File: config.mk
export PLATFORM = sky130hd
export DESIGN_NAME = led_pattern_sequencer_core
export DESIGN_NICKNAME = d
export VERILOG_FILES = /design/src/rtl/lps_pkg.sv /design/src/rtl/lps_ctrl.sv /design/src/rtl/lps_datapath.sv /design/src/rtl/led_pattern_sequencer_core.sv
export SDC_FILE = /design/constraint.sdc
export NUM_CORES = 1
export LEC_CHECK = 0
export BUFFER_PORTS_ARGS = -buffer_cell sky130_fd_sc_hd__buf_2
export CAP_MARGIN = 20
export CORE_AREA = 2 2 287 289
export CTS_CLUSTER_SIZE = 20
export DETAILED_ROUTE_END_ITERATION = 8
export DIE_AREA = 0 0 289 291
export PLACE_DENSITY = 0.5
export SYNTH_ARGS = -nofsm -noshare
export SYNTH_HDL_FRONTEND = slang
export SYNTH_SLANG_ARGS = --single-unit
export TNS_END_PERCENT = 5
File: constraint.sdc
create_clock -name clk -period 4.9 [get_ports clk]
set_input_delay 0.98 -clock clk [delete_from_list [all_inputs] [get_ports clk]]
set_output_delay 0.98 -clock clk [all_outputs]
set_load 0.01 [all_outputs]
File: src/rtl/lps_pkg.sv
// ============================================================================
// LED pattern sequencer package
// Shared constants, the controller state type and the command and status
// structures that join the controller to the datapath.
// ============================================================================
package lps_pkg;

    // Default sizing of the event queue and the duration timer.
    localparam int QUEUE_DEPTH_DEF   = 32;
    localparam int DURATION_BITS_DEF = 16;

    // Fixed widths of the item and result fields.
    localparam int DUR_IN_W = 16;
    localparam int LEVEL_W  = 6;

    // Item function codes.
    localparam logic FUNC_PUSH = 1'b0;
    localparam logic FUNC_TICK = 1'b1;

    // Controller states.
    typedef enum logic [1:0] {
        ST_IDLE,
        ST_READ,
        ST_EXEC
    } state_t;

    // Commands from the controller to the datapath.
    typedef struct packed {
        logic capture;  // latch the accepted item
        logic rd_en;    // read the event at the head of the queue
        logic commit;   // update the state and load the result register
    } lps_cmd_t;

    // Status from the datapath to the controller.
    typedef struct packed {
        logic item_tick; // the latched item is a tick
    } lps_status_t;

endpackage

File: src/rtl/lps_ctrl.sv
// ============================================================================
// LED pattern sequencer controller
// Steps each accepted item through capture, event read (a tick only) and commit, and owns
// the valid flag of the result register.
// ============================================================================
module lps_ctrl
    import lps_pkg::*;
(
    input  logic        clk,
    input  logic        rst_n,
    input  logic        item_valid,
    output logic        item_stall,
    output logic        result_valid,
    input  logic        result_stall,
    input  lps_status_t status,
    output lps_cmd_t    cmd
);

    state_t state_reg;
    state_t state_next;
    logic   result_valid_reg;
    logic   result_valid_next;
    logic   result_free;

    // The result register may be reloaded when it is empty or being taken.
    assign result_free = !result_valid_reg || !result_stall;

    // Next state.
    always_comb
    begin
        state_next = state_reg;
        unique case (state_reg)
            ST_IDLE:
            begin
                if (item_valid)
                begin
                    state_next = ST_READ;
                end
            end
            ST_READ:
            begin
                state_next = ST_EXEC;
            end
            ST_EXEC:
            begin
                if (result_free)
                begin
                    state_next = ST_IDLE;
                end
            end
            default:
            begin
                state_next = ST_IDLE;
            end
        endcase
    end

    // Outputs.
    always_comb
    begin
        item_stall  = 1'b1;
        cmd.capture = 1'b0;
        cmd.rd_en   = 1'b0;
        cmd.commit  = 1'b0;
        unique case (state_reg)
            ST_IDLE:
            begin
                item_stall  = 1'b0;
                cmd.capture = item_valid;
            end
            ST_READ:
            begin
                cmd.rd_en = status.item_tick;
            end
            ST_EXEC:
            begin
                cmd.commit = result_free;
            end
            default:
            begin
                item_stall = 1'b1;
            end
        endcase
    end

    // The result valid flag is set on commit and cleared when taken.
    always_comb
    begin
        result_valid_next = result_valid_reg;
        if (result_valid_reg && !result_stall)
        begin
            result_valid_next = 1'b0;
        end
        if (cmd.commit)
        begin
            result_valid_next = 1'b1;
        end
    end

    always_ff @(posedge clk or negedge rst_n)
    begin
        if (!rst_n)
        begin
            state_reg        <= ST_IDLE;
            result_valid_reg <= 1'b0;
        end
        else
        begin
            state_reg        <= state_next;
            result_valid_reg <= result_valid_next;
        end
    end

    assign result_valid = result_valid_reg;

endmodule

File: src/rtl/lps_datapath.sv
// ============================================================================
// LED pattern sequencer datapath
// Holds the event queue memory, its indices and fill count, the duration
// timer, the LED level and the result register.
// ============================================================================
module lps_datapath
    import lps_pkg::*;
#(
    parameter int QUEUE_DEPTH   = QUEUE_DEPTH_DEF,
    parameter int DURATION_BITS = DURATION_BITS_DEF
)
(
    input  logic                clk,
    input  logic                rst_n,
    input  lps_cmd_t            cmd,
    output lps_status_t         status,
    input  logic                func,
    input  logic                led_state,
    input  logic [DUR_IN_W-1:0] duration,
    output logic                led_on,
    output logic                push_status,
    output logic [LEVEL_W-1:0]  queue_level,
    output logic                timer_busy
);

    localparam int IDX_W = $clog2(QUEUE_DEPTH);
    localparam int CNT_W = $clog2(QUEUE_DEPTH + 1);
    localparam logic [63:0] DUR_MAX = (64'd1 << DURATION_BITS) - 64'd1;
    localparam logic [IDX_W-1:0] LAST_IDX = IDX_W'(QUEUE_DEPTH - 1);
    localparam logic [CNT_W-1:0] FULL_CNT = CNT_W'(QUEUE_DEPTH);

    // Latched item.
    logic                     item_func_reg;
    logic                     item_state_reg;
    logic [DURATION_BITS-1:0] item_dur_reg;
    logic [DURATION_BITS-1:0] item_dur_next;

    // Event memory and its registered read port.
    logic [DURATION_BITS:0]   mem [QUEUE_DEPTH];
    logic [DURATION_BITS:0]   rd_data_reg;
    logic                     mem_we;

    // Queue and timer state.
    logic [IDX_W-1:0]         rd_idx_reg;
    logic [IDX_W-1:0]         rd_idx_next;
    logic [IDX_W-1:0]         wr_idx_reg;
    logic [IDX_W-1:0]         wr_idx_next;
    logic [CNT_W-1:0]         count_reg;
    logic [CNT_W-1:0]         count_next;
    logic [DURATION_BITS-1:0] time_reg;
    logic [DURATION_BITS-1:0] time_next;
    logic [DURATION_BITS-1:0] time_dec;
    logic                     led_reg;
    logic                     led_next;
    logic                     drop;

    // Result register.
    logic                     led_on_reg;
    logic                     push_status_reg;
    logic [LEVEL_W-1:0]       queue_level_reg;
    logic                     timer_busy_reg;

    logic [63:0]              dur_wide;
    logic [63:0]              dur_sat;
    logic [CNT_W+LEVEL_W-1:0] level_wide;

    // Durations wider than the timer saturate at its largest value.
    always_comb
    begin
        dur_wide      = {{(64 - DUR_IN_W){1'b0}}, duration};
        dur_sat       = (dur_wide > DUR_MAX) ? DUR_MAX : dur_wide;
        item_dur_next = dur_sat[DURATION_BITS-1:0];
    end

    always_ff @(posedge clk)
    begin
        if (cmd.capture)
        begin
            item_func_reg  <= func;
            item_state_reg <= led_state;
            item_dur_reg   <= item_dur_next;
        end
    end

    assign status.item_tick = (item_func_reg == FUNC_TICK);

    // Event memory: written on an accepted push, read ahead of a tick.
    always_ff @(posedge clk)
    begin
        if (mem_we)
        begin
            mem[wr_idx_reg] <= {item_state_reg, item_dur_reg};
        end
        if (cmd.rd_en)
        begin
            rd_data_reg <= mem[rd_idx_reg];
        end
    end

    // The timer counts down by one on a tick while it is running.
    assign time_dec = (time_reg != '0) ? time_reg - 1'b1 : time_reg;

    // Push and tick updates of the queue, timer and LED.
    always_comb
    begin
        rd_idx_next = rd_idx_reg;
        wr_idx_next = wr_idx_reg;
        count_next  = count_reg;
        time_next   = time_reg;
        led_next    = led_reg;
        drop        = 1'b0;
        mem_we      = 1'b0;
        if (cmd.commit)
        begin
            if (item_func_reg == FUNC_PUSH)
            begin
                if (count_reg >= FULL_CNT)
                begin
                    drop = 1'b1;
                end
                else
                begin
                    mem_we      = 1'b1;
                    wr_idx_next = (wr_idx_reg == LAST_IDX) ? '0 : wr_idx_reg + 1'b1;
                    count_next  = count_reg + 1'b1;
                end
            end
            else
            begin
                time_next = time_dec;
                if (time_dec == '0)
                begin
                    if (count_reg != '0)
                    begin
                        rd_idx_next = (rd_idx_reg == LAST_IDX) ? '0 : rd_idx_reg + 1'b1;
                        count_next  = count_reg - 1'b1;
                        if (rd_data_reg[DURATION_BITS-1:0] == '0)
                        begin
                            led_next = 1'b1;
                        end
                        else
                        begin
                            led_next  = rd_data_reg[DURATION_BITS];
                            time_next = rd_data_reg[DURATION_BITS-1:0];
                        end
                    end
                    else
                    begin
                        // Nothing queued: the LED is lit.
                        led_next = 1'b1;
                    end
                end
            end
        end
    end

    always_ff @(posedge clk or negedge rst_n)
    begin
        if (!rst_n)
        begin
            rd_idx_reg <= '0;
            wr_idx_reg <= '0;
            count_reg  <= '0;
            time_reg   <= '0;
            led_reg    <= 1'b0;
        end
        else
        begin
            rd_idx_reg <= rd_idx_next;
            wr_idx_reg <= wr_idx_next;
            count_reg  <= count_next;
            time_reg   <= time_next;
            led_reg    <= led_next;
        end
    end

    // The reported level keeps the low six bits of the fill count.
    assign level_wide = {{LEVEL_W{1'b0}}, count_next};

    always_ff @(posedge clk)
    begin
        if (cmd.commit)
        begin
            led_on_reg      <= led_next;
            push_status_reg <= drop;
            queue_level_reg <= level_wide[LEVEL_W-1:0];
            timer_busy_reg  <= (time_next != '0);
        end
    end

    assign led_on      = led_on_reg;
    assign push_status = push_status_reg;
    assign queue_level = queue_level_reg;
    assign timer_busy  = timer_busy_reg;

endmodule

File: src/rtl/led_pattern_sequencer_core.sv
// ============================================================================
// LED pattern sequencer core
// Queues LED events and plays them out one timer tick at a time.
// ============================================================================
// Each item steps through the controller's capture, event read and commit
// states around the registered read of the event memory; its result is
// registered at commit, which waits while a held result is stalled, and no new item is taken before commit.
// A new item may be taken while the previous result still waits.
// Reset clears the controller, queue indices, fill count, timer and LED level;
// the event memory is not initialised.
module led_pattern_sequencer_core
    import lps_pkg::*;
#(
    parameter int QUEUE_DEPTH   = QUEUE_DEPTH_DEF,
    parameter int DURATION_BITS = DURATION_BITS_DEF
)
(
    input  logic                clk,
    input  logic                rst_n,
    input  logic                item_valid,
    output logic                item_stall,
    input  logic                func,
    input  logic                led_state,
    input  logic [DUR_IN_W-1:0] duration,
    output logic                result_valid,
    input  logic                result_stall,
    output logic                led_on,
    output logic                push_status,
    output logic [LEVEL_W-1:0]  queue_level,
    output logic                timer_busy
);

    lps_cmd_t    cmd;
    lps_status_t status;

    // Controller.
    lps_ctrl u_ctrl
    (
        .clk          (clk),
        .rst_n        (rst_n),
        .item_valid   (item_valid),
        .item_stall   (item_stall),
        .result_valid (result_valid),
        .result_stall (result_stall),
        .status       (status),
        .cmd          (cmd)
    );

    // Datapath.
    lps_datapath #(
        .QUEUE_DEPTH   (QUEUE_DEPTH),
        .DURATION_BITS (DURATION_BITS)
    ) u_datapath
    (
        .clk         (clk),
        .rst_n       (rst_n),
        .cmd         (cmd),
        .status      (status),
        .func        (func),
        .led_state   (led_state),
        .duration    (duration),
        .led_on      (led_on),
        .push_status (push_status),
        .queue_level (queue_level),
        .timer_busy  (timer_busy)
    );

    // An item transfer is followed by the input stall, as the controller moves on to its read state.
    assert property (@(posedge clk) disable iff (!rst_n)
        (item_valid && !item_stall) |=> item_stall)
        else $error("input taken on two consecutive cycles");

    // For a queue depth of at most 63, the reported level never exceeds the depth.
    assert property (@(posedge clk) disable iff (!rst_n)
        result_valid |-> ((QUEUE_DEPTH > 63) || (queue_level <= QUEUE_DEPTH)))
        else $error("queue level above depth");

    // A dropped push is only reported with a full queue.
    assert property (@(posedge clk) disable iff (!rst_n)
        (result_valid && push_status) |-> (queue_level == LEVEL_W'(QUEUE_DEPTH)))
        else $error("push dropped while queue not full");

endmodule
# ---- Yosys cells after proc, flatten, opt, wreduce, memory -nomap -nowiden
# Memories as Yosys holds them, arrays and structs flattened. A register that Yosys moved wholly into a read port is not among the register bits.
# Index checks and enable logic that the tools add are counted.
dict set report word_totals {
  register_bits 63
  ram_bits 544
  input_bits 22
  out_inout_bits 11
  n_memories 1
}
dict set report classes {
  n_addsub 5
  magnitude_cmp 1
  eq_ne 6
  muxes 33
  n_bitwise 2
  n_reduce_logical 14
}
# memory depth width rd rd_clocked_by_memory_dff write_ports line
set mem_list {}
lappend mem_list {u_datapath.mem 32 17 1 1 1 lps_datapath.sv:39} ;# logic [DURATION_BITS:0] mem [QUEUE_DEPTH];
# op n
set op_table {}
lappend op_table {{$mux 16} 6}
lappend op_table {{$logic_not 16->1} 2}
lappend op_table {{$reduce_bool 16->1} 2}
lappend op_table {{$mux 6} 5}
lappend op_table {{$mux 1} 17}
lappend op_table {{$sub 16x1->16 const B} 1}
lappend op_table {{$add 5x1->5 const B} 2}
lappend op_table {{$eq 5x5->1 const B} 2}
lappend op_table {{$mux 5} 2}
lappend op_table {{$add 6x1->6 const B} 1}
lappend op_table {{$ge 6x6->1 const B} 1}
lappend op_table {{$pmux 2 s3} 1}
lappend op_table {{$reduce_bool 6->1} 1}
lappend op_table {{$sub 6x1->6 const B} 1}
lappend op_table {{$mux 2} 2}
lappend op_table {{$reduce_and 4->1} 1}
lappend op_table {{$reduce_and 3->1} 1}
lappend op_table {{$eq 2x1->1 const B} 1}
lappend op_table {{$eq 2x2->1 const B} 1}
lappend op_table {{$logic_not 1->1} 2}
lappend op_table {{$logic_not 2->1} 1}
lappend op_table {{$ne 2x1->1 const B} 1}
lappend op_table {{$ne 2x2->1 const B} 1}
lappend op_table {{$not 1->1} 2}
lappend op_table {{other kinds (4)} 4}

# ---- Logic depth before layout (Yosys ltp)
dict set report logic_depth {
  word_depth 8
  ltp_mapped 15
  mapped_depth_nobuf 11
}

# ---- Hierarchy
# Synthesis repeated with hierarchy kept, for this count alone.
dict set report hier_totals {
  hier_cells 1178
  hier_area_um2 24648.6
}
# mod n_inst cells_each area_each_um2 seq_area_each_um2
set modules_own_cells {}
lappend modules_own_cells {lps_datapath 1 1162 24506.0 18482.7}
lappend modules_own_cells {lps_ctrl 1 16 142.6 75.1}

# ---- Worst setup path after synthesis
# No wires, ideal clock.
dict set report synth_timing {
  kind {register -> register}
  from {register u_datapath.time_reg[0]}
  to {register u_datapath.queue_level_reg[1], in the netlist u_datapath.queue_level[1], data pin}
  setup_ns 0.266
  t_arrival_ns 3.525
  required_ns 4.634
  setup_slack_ns 1.109
  path_stages_with_launch 15
  synth_period_minus_slack_ns 3.791
  path_cell_list {dfrtp_1 > clkbuf_1 > inv_1 > ha_1 > or4b_2 > or4_4 > buf_6 > a311oi_1 > a31oi_1 > or4_1 > clkbuf_2 > or3_1 > buf_6 > o211ai_1 > o21ai_1}
}
dict set report synth_between {
  elab_chain_len 6
  elab_cells_between_ends 7
}
# element line
set synth_lines {}
lappend synth_lines {{start: declaration} lps_datapath.sv:50} ;# logic [DURATION_BITS-1:0] time_reg;
lappend synth_lines {{start signal: assignment} lps_datapath.sv:172} ;# time_reg <= time_next;
lappend synth_lines {{$sub 16x1->16 / $reduce_bool 16->1 (equally long branches)} lps_datapath.sv:101} ;# assign time_dec = (time_reg != '0) ? time_reg - 1'b1 : time_reg;
lappend synth_lines {{$mux 16 *} lps_datapath.sv:101}
lappend synth_lines {{$logic_not 16->1 *} lps_datapath.sv:131} ;# if (time_dec == '0)
lappend synth_lines {{$mux 6 *} lps_datapath.sv:131}
lappend synth_lines {{$mux 6 *} lps_datapath.sv:115} ;# if (item_func_reg == FUNC_PUSH)
lappend synth_lines {{$mux 6 *} lps_datapath.sv:113} ;# if (cmd.commit)
lappend synth_lines {{net u_datapath.count_next[1]} lps_datapath.sv:49} ;# logic [CNT_W-1:0] count_next;
lappend synth_lines {{end signal: assignment} lps_datapath.sv:186} ;# queue_level_reg <= level_wide[LEVEL_W-1:0];
lappend synth_lines {{end: declaration} lps_datapath.sv:60} ;# logic [LEVEL_W-1:0] queue_level_reg;
# The timed path passes the listed nets; every way through them passes the cells marked *.
# A chain may end at the register's enable or synchronous reset.

# ---- Worst setup path after layout
dict set report layout_timing {
  from {register u_datapath.time_reg[0]}
  to {register u_datapath.queue_level_reg[0], in the netlist u_datapath.queue_level[0], data pin}
}
# The elaborated chain is that of the path after synthesis.

==> metrics.cfg <==
[sta]
final_max_slew_viol_count = 0
setup_violations = 0
timing.hold.ws_ns = 0.522
fmax_ghz = 0.237
skew_ns = 0.0300
rsz0062_at_grt = no
setup-tns-final_ns = 0
final_hold_viol_count = 0
slew_headroom = 0.313
worstMarginPinSlew_ns = 1.03
min_period_ns = 4.22
fin_crit_sh = 0.862

[setup_path]
worst_setup_path_start_kind = flop
worstPathRequired_ns = 5.22
critPathKind = flop to flop
slowest_delay_ns = 0.66
cp_cell_sequence = inv_1 -> ha_1 -> or3b_2 -> a2111oi_0 -> xnor2_1 -> nand4_1 -> or4_1 -> nor3_1 -> nor2_1 -> xnor2_1
crit_top_cell = xnor2_1
r2r_start = u_datapath.time_reg[0]
cp.arrival_ns = 4.54
end_kind = flop
crit_start = u_datapath.time_reg[0]
slowest_stage = or4_1
critPathMaxFanout = 9

[detailed_routing]
via_per_inst = 4.97
post_drt_wl_per_cell_microns = 21.9
dr_total_vias = 13300
firstDrtPassIters = 5
wl_microns = 58300
drc = 0
antenna_left = 0
drt_iter0_drc = 1070

[synth]
ys_seq_elements = 624
syn_area_per_cell_sq_um = 17.1
synthesis.area_sq_um = 25000
ys_seq_area_frac = 0.743
yosys_warnings = 0
netlist_instances = 1463
synth_edf_count = 588
syn-num-nets = 1497
synthFlopType = edfxtp_1
synth_cell_types = 60
async_reset_ff_frac = 0.0577

[clock_tree]
cts.path.max_buffers = 3
path_clk_slew_ns = 0.06
postCtsResizedCells = 0
cts_made_buffers = 68
cts_root_buf = clkbuf_16
cts_tree = built
holdBufCountCts = 0
insertion_delay_ns = 0.60
cts_setup_buffers = 0
htree_levels = 3
cts_sinks = 624

[cells_and_area]
final_cell_mix = edfxtp_1 (588), mux2i_1 (105), nand2_1 (101), a21oi_1 (72), o21ai_0 (70)
final_common_cell = edfxtp_1
largest_register_ffs = 544
design_area_sq_um = 29100
layout-drive-gt1-share = 0.206
area_growth_pct = 16.3
nets = 1582
antennaDiodeCount = 0

[die]
die-area_sq_um = 84100
rows = 105
die_h_microns = 291
ios = 33
start_util = 0.308
core_area_sq_um = 81200
dieWidth_microns = 289

[placement]
gp_congestion = 0.835
post_dp_cell_area_sq_um = 26700
numPortBuffers = 32
hpwl_microns = 35000

[pwr]
power.density_nw_per_um2 = 403
ir_drop_uv = 260
p_leak_nw = 8.78

[global_routing]
grt_pass1_wl_microns = 87900
grt_overflow = 0
grtUsageTotal = 0.140
antenna_found_initial = 2
grt_pass1_vias = 13400
grt_start_max_net_pins = 56

[outcome]
status = finished, final reports clean

[run]
cap_viol_max_count = 0

[hold_path]
min_path_type = primary input to asynchronous set/reset pin

-- where the power goes --
group | internal, mW | total, mW | switching [mW]
Sequential | 6.06 | 6.28 | 0.219
Clock | 2.83 | 4.87 | 2.04
Combinational | 0.212 | 0.559 | 0.347
-- cell type report --
| cell class | count | area (sq um) |
|---|---|---|
| clock inverter | 33 | 322 |
| clock buffer | 87 | 1770 |
| tap | 1070 | 1340 |
| inverter | 16 | 60.1 |
| fill | 7648 | 52100 |
| multi-input combinational | 739 | 6070 |
| sequential | 624 | 18600 |
| timing repair buffer | 99 | 926 |
-- per-layer routing --
| metal | global-route usage | part of all wire | vias to the layer above |
|---|---|---|---|
| met5 | 0 | 0.00015 | - |
| met4 | 0.0381 | 0.019 | 2 |
| met3 | 0.0261 | 0.049 | 83 |
| met2 | 0.220 | 0.47 | 342 |
| met1 | 0.199 | 0.47 | 6791 |
| li1 | - | - | 6038 |
-- cells by family after synthesis --
family | share of synthesized area
AO/OA/AOI/OAI | 0.0617
XOR/XNOR | 0.00175
adder cells (fa/ha/maj) | 0.00601
buffers and inverters | 0.0163
flip-flops | 0.743
multiplexers | 0.120
AND/OR/NAND/NOR | 0.0511
-- worst max-delay path: cells and delay by family (launching register included) --
family	cells	cell delay (ns)
and+or+nand+nor	5	2.16
AOI/OAI and AO/OA	1	0.62
DFF	1	0.45
xor gates and xnor gates	2	0.35
adders and majority gates	1	0.26
buffers and inverters	1	0.11
-- final timing paths --
check | slack [ns] | cells past startpoint | to
worst max register to register | 0.68 | 10 | u_datapath.queue_level[0]
worst max-delay path | 0.68 | 10 | u_datapath.queue_level[0]
worst min register to register | 0.56 | 2 | u_datapath.led_reg
min in group clk | 0.55 | 1 | u_datapath.item_dur_reg[10]
worst min-delay path | 0.52 | 1 | u_ctrl.state_reg[0]
max in group asynchronous | 3.73 | 1 | u_datapath.rd_idx_reg[1]
-- stage by stage --
step | std cells | power [mW] | worst slack (ns) | util
2_1_floorplan | 1463 | 6.64 | 1.11 | -
3_3_place_gp | 2538 | 6.87 | 0.884 | 0.329
3_5_place_dp | 2538 | 6.90 | 0.736 | 0.329
4_1_cts | 2658 | 11.8 | 0.715 | 0.354
5_1_grt | 2668 | 12.1 | 0.387 | 0.358
6_report | 2668 | 11.7 | 0.676 | 0.358
-- cells in the mapped netlist, drive strengths merged (2+ instances only) --
master  number  area share
o21ai       73       0.015
nand3b       4      0.0012
o22ai       18      0.0045
nand2b       3     0.00075
nor3b        2     0.00060
ha          12      0.0060
mux2i      105       0.042
o211ai       2     0.00060
dfrtp       36       0.036
and2         2     0.00050
nand4        3     0.00075
or4          6      0.0020
nor2b        4      0.0010
nor2        66       0.011
o221ai      52       0.018
a311oi       3      0.0011
nand3       14      0.0028
or2          4      0.0010
o41ai        2     0.00070
a211oi       6      0.0018
nor3        20      0.0042
edfxtp     588        0.71
clkbuf      54      0.0082
or3b         3      0.0011
a311o        2     0.00080
o31ai        2     0.00060
nor4b        2     0.00070
nor4        12      0.0033
or3          8      0.0020
buf         30      0.0058
inv         16      0.0024
a31oi        6      0.0015
mux2        37       0.017
nand2      101       0.015
and3         8      0.0020
xnor2        4      0.0014
mux4        68       0.061
a21oi       72       0.014
or4b         2     0.00080
(Power assumes the default switching activity.)
